--- src/design/ospfnsm_pkg.sv ---
// Shared types and constants for the OSPF neighbor state machine.
package ospfnsm_pkg;

  localparam int unsigned RouterIdW  = 32;
  localparam int unsigned LinkTypeW  = 2;
  localparam int unsigned CfgIndexW  = 2;
  localparam int unsigned CfgDataW   = 32;
  localparam int unsigned ModeW      = 3;
  localparam int unsigned InDataW    = 104;
  localparam int unsigned OutDataW   = 16;

  typedef enum logic [2:0] {
    ST_DOWN     = 3'd0,
    ST_ATTEMPT  = 3'd1,
    ST_INIT     = 3'd2,
    ST_TWOWAY   = 3'd3,
    ST_EXSTART  = 3'd4,
    ST_EXCHANGE = 3'd5,
    ST_LOADING  = 3'd6,
    ST_FULL     = 3'd7
  } nbr_state_e;

  typedef enum logic [ModeW-1:0] {
    EV_HELLO        = 3'd0,
    EV_TWOWAY       = 3'd1,
    EV_ONEWAY       = 3'd2,
    EV_NEG_DONE     = 3'd3,
    EV_SEQ_MISMATCH = 3'd4,
    EV_EXCH_DONE    = 3'd5,
    EV_BAD_LS_REQ   = 3'd6,
    EV_LOAD_DONE    = 3'd7
  } event_e;

  typedef enum logic [LinkTypeW-1:0] {
    LINK_P2P       = 2'd0,
    LINK_BROADCAST = 2'd1,
    LINK_NBMA      = 2'd2,
    LINK_OTHER     = 2'd3
  } link_type_e;

  typedef enum logic [CfgIndexW-1:0] {
    REG_OWN_ROUTER_ID = 2'd0,
    REG_NBR_ROUTER_ID = 2'd1,
    REG_LINK_TYPE     = 2'd2,
    REG_IFACE_ADDR    = 2'd3
  } cfg_reg_e;

  typedef struct packed {
    logic [RouterIdW-1:0] own_router_id;
    logic [RouterIdW-1:0] neighbor_router_id;
    link_type_e           link_type;
    logic [RouterIdW-1:0] interface_addr;
  } cfg_t;

  typedef struct packed {
    event_e               mode;
    logic [RouterIdW-1:0] adv_dr;
    logic [RouterIdW-1:0] adv_bdr;
    logic                 req_list_empty;
    logic [RouterIdW-1:0] link_dr;
  } item_t;

  typedef struct packed {
    logic       master_flag;
    logic       gen_network_lsa;
    logic       gen_router_lsa;
    logic       start_lsr_send;
    logic       init_summary;
    logic       start_empty_dd;
    logic       accepted;
    nbr_state_e new_state;
  } result_t;

endpackage

--- src/design/ospfnsm_cfg_regs.sv ---
// Configuration register file for the neighbor state machine.
module ospfnsm_cfg_regs import ospfnsm_pkg::*; (
  input  logic                 clk_i,
  input  logic                 rst_ni,
  input  logic                 cfg_valid_i,
  input  logic [CfgIndexW-1:0] cfg_index_i,
  input  logic [CfgDataW-1:0]  cfg_data_i,
  output cfg_t                 cfg_o
);

  cfg_t cfg_q, cfg_d;

  always_comb begin
    cfg_d = cfg_q;
    if (cfg_valid_i) begin
      unique case (cfg_reg_e'(cfg_index_i))
        REG_OWN_ROUTER_ID: cfg_d.own_router_id      = cfg_data_i;
        REG_NBR_ROUTER_ID: cfg_d.neighbor_router_id = cfg_data_i;
        REG_LINK_TYPE:     cfg_d.link_type          = link_type_e'(cfg_data_i[LinkTypeW-1:0]);
        REG_IFACE_ADDR:    cfg_d.interface_addr     = cfg_data_i;
        default:           cfg_d = cfg_q;
      endcase
    end
  end

  always_ff @(posedge clk_i or negedge rst_ni) begin
    if (!rst_ni) begin
      cfg_q.own_router_id      <= '0;
      cfg_q.neighbor_router_id <= '0;
      cfg_q.link_type          <= LINK_BROADCAST;
      cfg_q.interface_addr     <= '0;
    end else begin
      cfg_q <= cfg_d;
    end
  end

  assign cfg_o = cfg_q;

endmodule

--- src/design/ospfnsm_fsm.sv ---
// Neighbor state and master flag with the event transition logic.
module ospfnsm_fsm import ospfnsm_pkg::*; (
  input  logic    clk_i,
  input  logic    rst_ni,
  input  logic    step_i,
  input  item_t   item_i,
  input  cfg_t    cfg_i,
  output result_t result_o
);

  nbr_state_e state_q, state_d;
  logic       master_q, master_d;
  logic       multi_access, no_role;
  logic       ok, empty_dd, summ, lsr, rlsa, nlsa;

  assign multi_access = (cfg_i.link_type == LINK_BROADCAST) ||
                        (cfg_i.link_type == LINK_NBMA);
  assign no_role = (cfg_i.neighbor_router_id != item_i.adv_dr) &&
                   (cfg_i.neighbor_router_id != item_i.adv_bdr) &&
                   (cfg_i.own_router_id != item_i.adv_dr) &&
                   (cfg_i.own_router_id != item_i.adv_bdr);

  always_comb begin
    state_d = state_q;
    unique case (item_i.mode)
      EV_HELLO: begin
        if (state_q == ST_DOWN) state_d = ST_INIT;
      end
      EV_TWOWAY: begin
        if (state_q == ST_INIT) state_d = (multi_access && no_role) ? ST_TWOWAY : ST_EXSTART;
      end
      EV_ONEWAY: begin
        if (state_q >= ST_TWOWAY) state_d = ST_INIT;
      end
      EV_NEG_DONE: begin
        if (state_q == ST_EXSTART) state_d = ST_EXCHANGE;
      end
      EV_SEQ_MISMATCH, EV_BAD_LS_REQ: begin
        if (state_q >= ST_EXCHANGE) state_d = ST_EXSTART;
      end
      EV_EXCH_DONE: begin
        if (state_q == ST_EXCHANGE) state_d = item_i.req_list_empty ? ST_FULL : ST_LOADING;
      end
      EV_LOAD_DONE: begin
        if (state_q == ST_LOADING) state_d = ST_FULL;
      end
      default: state_d = state_q;
    endcase
  end

  always_comb begin
    ok       = 1'b0;
    empty_dd = 1'b0;
    summ     = 1'b0;
    lsr      = 1'b0;
    rlsa     = 1'b0;
    nlsa     = 1'b0;
    unique case (item_i.mode)
      EV_HELLO: begin
        ok = (state_q == ST_DOWN) || (state_q >= ST_INIT);
      end
      EV_TWOWAY: begin
        ok       = (state_q == ST_INIT);
        empty_dd = (state_q == ST_INIT) && !(multi_access && no_role);
      end
      EV_ONEWAY: begin
        ok = (state_q >= ST_TWOWAY);
      end
      EV_NEG_DONE: begin
        ok   = (state_q == ST_EXSTART);
        summ = (state_q == ST_EXSTART);
      end
      EV_SEQ_MISMATCH, EV_BAD_LS_REQ: begin
        ok       = (state_q >= ST_EXCHANGE);
        empty_dd = (state_q >= ST_EXCHANGE);
      end
      EV_EXCH_DONE: begin
        ok   = (state_q == ST_EXCHANGE);
        rlsa = (state_q == ST_EXCHANGE) && item_i.req_list_empty;
        nlsa = (state_q == ST_EXCHANGE) && item_i.req_list_empty &&
               (item_i.link_dr == cfg_i.interface_addr);
        lsr  = (state_q == ST_EXCHANGE) && !item_i.req_list_empty;
      end
      EV_LOAD_DONE: begin
        ok   = (state_q == ST_LOADING);
        rlsa = (state_q == ST_LOADING);
      end
      default: ok = 1'b0;
    endcase
  end

  assign master_d = master_q | empty_dd;

  always_ff @(posedge clk_i or negedge rst_ni) begin
    if (!rst_ni) begin
      state_q  <= ST_DOWN;
      master_q <= 1'b0;
    end else if (step_i) begin
      state_q  <= state_d;
      master_q <= master_d;
    end
  end

  assign result_o.new_state       = state_d;
  assign result_o.accepted        = ok;
  assign result_o.start_empty_dd  = empty_dd;
  assign result_o.init_summary    = summ;
  assign result_o.start_lsr_send  = lsr;
  assign result_o.gen_router_lsa  = rlsa;
  assign result_o.gen_network_lsa = nlsa;
  assign result_o.master_flag     = master_d;

endmodule

--- src/design/ospf_neighbor_state_machine_top.sv ---
// Top level of the OSPF neighbor adjacency state machine.
// One neighbor event enters per transfer on the slave stream and produces exactly one result
// on the master stream; a new event is taken every cycle unless the master stream stalls,
// and each result passes through the input register, then the result register, the state
// register updating as the result is registered. The configuration port takes a write every
// cycle; the user must write it only while no event is in flight, not enforced by the block.
module ospf_neighbor_state_machine_top import ospfnsm_pkg::*; (
  input  logic                 clk_i,
  input  logic                 rst_ni,
  input  logic                 cfg_valid_i,
  output logic                 cfg_ready_o,
  input  logic [CfgIndexW-1:0] cfg_index_i,
  input  logic [CfgDataW-1:0]  cfg_data_i,
  input  logic                 s_axis_tvalid,
  output logic                 s_axis_tready,
  // adv_dr[31:0], adv_bdr[63:32], req_list_empty[64], link_dr[96:65], zero fill
  input  logic [InDataW-1:0]   s_axis_tdata,
  // mode[2:0]
  input  logic [ModeW-1:0]     s_axis_tuser,
  output logic                 m_axis_tvalid,
  input  logic                 m_axis_tready,
  // new_state[2:0], accepted, start_empty_dd, init_summary, start_lsr_send,
  // gen_router_lsa, gen_network_lsa, master_flag[9], zero fill
  output logic [OutDataW-1:0]  m_axis_tdata
);

  cfg_t    cfg;
  item_t   in_item, item_q;
  result_t result, result_q;
  logic    in_valid_q, out_valid_q, advance;

  assign cfg_ready_o = 1'b1;

  ospfnsm_cfg_regs u_cfg_regs (
    .clk_i,
    .rst_ni,
    .cfg_valid_i,
    .cfg_index_i,
    .cfg_data_i,
    .cfg_o (cfg)
  );

  assign in_item.mode           = event_e'(s_axis_tuser);
  assign in_item.adv_dr         = s_axis_tdata[31:0];
  assign in_item.adv_bdr        = s_axis_tdata[63:32];
  assign in_item.req_list_empty = s_axis_tdata[64];
  assign in_item.link_dr        = s_axis_tdata[96:65];

  assign advance       = in_valid_q && (!out_valid_q || m_axis_tready);
  assign s_axis_tready = !in_valid_q || advance;

  always_ff @(posedge clk_i or negedge rst_ni) begin
    if (!rst_ni) begin
      in_valid_q <= 1'b0;
    end else if (s_axis_tready) begin
      in_valid_q <= s_axis_tvalid;
    end
  end

  always_ff @(posedge clk_i) begin
    if (s_axis_tready && s_axis_tvalid) item_q <= in_item;
  end

  ospfnsm_fsm u_fsm (
    .clk_i,
    .rst_ni,
    .step_i   (advance),
    .item_i   (item_q),
    .cfg_i    (cfg),
    .result_o (result)
  );

  always_ff @(posedge clk_i or negedge rst_ni) begin
    if (!rst_ni) begin
      out_valid_q <= 1'b0;
    end else if (advance) begin
      out_valid_q <= 1'b1;
    end else if (m_axis_tready) begin
      out_valid_q <= 1'b0;
    end
  end

  always_ff @(posedge clk_i) begin
    if (advance) result_q <= result;
  end

  assign m_axis_tvalid = out_valid_q;
  assign m_axis_tdata  = {{(OutDataW - $bits(result_t)){1'b0}}, result_q};

endmodule

--- config.mk ---
export PLATFORM = sky130hd
export DESIGN_NAME = ospf_neighbor_state_machine_top
export DESIGN_NICKNAME = d
export VERILOG_FILES = /design/src/design/ospfnsm_pkg.sv /design/src/design/ospfnsm_cfg_regs.sv /design/src/design/ospfnsm_fsm.sv /design/src/design/ospf_neighbor_state_machine_top.sv
export SDC_FILE = /design/constraint.sdc
export NUM_CORES = 1
export LEC_CHECK = 0
export BUFFER_PORTS_ARGS = -buffer_cell sky130_fd_sc_hd__buf_4
export CAP_MARGIN = 30
export CORE_ASPECT_RATIO = 0.7
export CORE_MARGIN = 3
export CORE_UTILIZATION = 45
export DETAILED_ROUTE_END_ITERATION = 10
export PLACE_DENSITY = 0.77
export SLEW_MARGIN = 15
export SYNTH_ARGS = -nofsm -noshare
export SYNTH_HDL_FRONTEND = slang
export SYNTH_SLANG_ARGS = --single-unit
--- constraint.sdc ---
create_clock -name clk_i -period 3.58 [get_ports clk_i]
set_input_delay 0.358 -clock clk_i [delete_from_list [all_inputs] [get_ports clk_i]]
set_output_delay 0.358 -clock clk_i [all_outputs]
set_load 0.01 [all_outputs]
==> run_results.csv <==
group,metric,value,unit
route,met2_length,9700,um
route,drt-pass1-iter-count,6,
sta,rsz0062_at_grt,"no",
cells_and_area,num_antenna_cells,0,
route,drtAntennaViolNets,0,
critical_path,path_max_fanout,6,
floorplan,die_w,178,um
sta,hold_ws,27.7,ps
power_and_ir_drop,ir_drop,328,uV
critical_path,cp.arrival,2410,ps
synth,async_flop_share,48.6,%
clocking,cts_tree,"built",
route,highest_layer,"met4",
clocking,clock-sinks,214,
route,routedLengthMet1,10700,um
cells_and_area,post-route-util,57.7,%
synth,yosysWarnings,0,
clocking,cts_resized,0,
synth,synth_cell_types,38,
critical_path,end_kind,"flip-flop",
sta,slew_violations,0,
global_routing,grt_max_degree,68,
synth,syn_area,9360,sq um
route,vias_per_cell,5.30,
route,wl_per_cell,21.1,um
cells_and_area,fin_nets,948,
cells_and_area,finalNonFillerCells,1088,
synth,synth_ff_type,"edfxtp_1",
placement,place_inst,1046,
synth,avgSynthCellArea,14.7,sq um
cells_and_area,postLayoutCellArea,11600,sq um
cells_and_area,areaGrowthSynthToFinish,24.2,%
sta,tightest_slew,813,ps
cells_and_area,drive_above_1_share,36.4,%
floorplan,die_y,127,um
critical_path,cp-start-kind,"flip-flop",
clocking,cts_buffers,22,
synth,ys_seq_area_share,63.1,%
hold_path,hp-class,"in2reg",
route,wl_met3,2210,um
placement,place.gp.congestion,0.910,
clocking,cts_max_level,1,
critical_path,crit_slowest_cell,"edfxtp_1",
floorplan,io_pins,165,
critical_path,critical_path_class,"reg2reg",
route,post-route-drc-count,0,
global_routing,grt.overflow.total,0,
floorplan,start_util,46.5,%
critical_path,critical_path_buf_inv_count,0,
sta,hold_viol_final,0,
placement,placed_area,10800,sq um
route,wirelength,23000,um
floorplan,die_area,22600,sq um
floorplan,core,20100,sq um
placement,hpwl,16500,um
critical_path,crit_path_cell_trace,"xnor2_1 -> nand4_1 -> nor4_1 -> nand2_1 -> nand4_2 -> nor2_1 -> a21o_1",
sta,clock.fmax,466,MHz
floorplan,rows,43,
clocking,clockBufferDepth,3,
status,status,"finished clean",
critical_path,worstPathRequired,3840,ps
critical_path,slowest_delay,440,ps
cells_and_area,fill_cells,1611,
placement,portBuffers,150,
global_routing,antenna_found_initial,0,
synth,synth-seq-cells,214,
sta,setup_viol,0,
sta,maxSlewHeadroom,45.3,%
synth,synthCells,637,
sta,post-route-period-util,59.9,%
critical_path,cp_top_family,"simple AND/OR/NAND/NOR gates",
sta,period_needed,2150,ps
power_and_ir_drop,power.density,588,nW/um^2
power_and_ir_drop,p_leak,0.00446,uW
route,drt_iter0_markers,506,
sta,final.setup.tns,0,ps
synth,synth_edf_count,110,
clocking,clockRootBuffer,"clkbuf_16",
global_routing,grt_pass1_wl,34200,um
clocking,clk_pin_slew,60,ps
flow_run,drv_cap,0,
critical_path,rrSetupSlack,1430,ps
global_routing,grt_usage,20.2,%
global_routing,grt_pass1_vias,5860,
route,routed-via-count,5765,
sta,skew,5.17,ps
clocking,clk_latency,500,ps
## metrics by stage
stage	setup WS [ps]	total power [uW]
2_1_floorplan	160	3960
3_3_place_gp	1500	4370
3_5_place_dp	1510	4400
4_1_cts	1490	6850
5_1_grt	1280	7110
6_report	1430	6830
## path summary, 6_finish.rpt
| kind | start | endpoint | cells past startpoint |
|---|---|---|---|
| worst max-delay path | item_q[47]$_DFFE_PP_ | m_axis_tdata[1]$_DFFE_PP_ | 7 |
| worst min-delay path | s_axis_tdata[34] | item_q[35]$_DFFE_PP_ | 1 |
| worst max register to register | item_q[47]$_DFFE_PP_ | m_axis_tdata[1]$_DFFE_PP_ | 7 |
| worst min register to register | u_fsm.master_q$_DFFE_PN0P_ | u_fsm.master_q$_DFFE_PN0P_ | 2 |
| max in group asynchronous | rst_ni | u_cfg_regs.cfg_o[32]$_DFFE_PN1P_ | 4 |
| min in group asynchronous | rst_ni | u_cfg_regs.cfg_o[14]$_DFFE_PN0P_ | 2 |
## flip-flops by register name, indices dropped and copies added, names as in the netlist
name,flops
in_valid_q,1
item_q,100
m_axis_tdata,10
m_axis_tvalid,1
u_cfg_regs.cfg_o,98
u_fsm.master_q,1
u_fsm.state_q,3
## layer usage
| layer | vias up | track usage (%) |
|---|---|---|
| li1 | 2626 | - |
| met1 | 2828 | 31.5 |
| met2 | 277 | 28.9 |
| met3 | 34 | 5.03 |
| met4 | 0 | 3.48 |
| met5 | - | 0 |
## area by class of cell
cell class	instances	area, sq um	share of cell area (%)
tap	270	338	2.91
clock buffer	27	611	5.25
multi-input combinational	399	3330	28.7
inverter	6	22.5	0.194
sequential	214	5910	50.8
clock inverter	13	168	1.44
timing repair buffer	159	1240	10.7
## cells by family (layout without fill, tap and decap cells)
family          count (synthesis)  count (layout)  synth area share (%)
compound gates                 32              32                  2.21
xor+xnor                      161             161                  15.1
buf+inv                        29             205                  1.56
flops                         214             214                  63.1
mux                            98              98                  11.8
other cells                     2               7                0.0802
simple gates                  101             101                  6.18
## cells in the final DEF (no fill, tap or decap), types with 5 or more instances in the layout
cell type,count
a21oi_1,12
buf_4,154
clkbuf_16,23
clkinv_2,5
conb_1,7
dfrtp_1,103
edfxtp_1,110
inv_1,6
mux2_2,98
nand2_1,10
nand4_1,35
nor2_1,13
nor3_1,8
nor4_1,17
o21ai_0,7
xnor2_1,130
xor2_1,31
## what timing repair did
action                    CTS  global route
hold buffers                0             1
hold endpoints to repair    0            28
setup buffers               0             0
## worst reg2reg max path: cells and delay by family, from the launching register on
kind | cells | cell delay (ps)
xor+xnor | 1 | 410
compound gates | 1 | 180
simple gates | 5 | 890
flops | 1 | 440
## where the power goes
group / internal [uW] / total, uW / switching [uW]
registers: 2930 / 3250 / 321
logic: 621 / 1130 / 513
clock network: 1500 / 2440 / 945
total: 5050 / 6830 / 1780
## Yosys cell counts, types with 2 or more instances
master	number	share of area, %
a21oi_1	12	0.64
a221oi_1	2	0.19
and2_1	2	0.13
buf_1	2	0.080
buf_2	9	0.48
buf_4	7	0.56
clkbuf_1	5	0.20
conb_1	2	0.080
dfrtp_1	103	28
edfxtp_1	110	35
inv_1	6	0.24
mux2_2	98	12
nand2_1	10	0.40
nand2b_1	3	0.20
nand3_1	3	0.16
nand3b_1	4	0.32
nand4_1	35	2.3
nor2_1	13	0.52
nor3_1	8	0.43
nor4_1	17	1.1
o21ai_0	7	0.37
o22ai_1	2	0.13
o31ai_1	2	0.16
or3_1	2	0.13
xnor2_1	130	12
xor2_1	31	2.9
(Power assumes the default switching activity.)
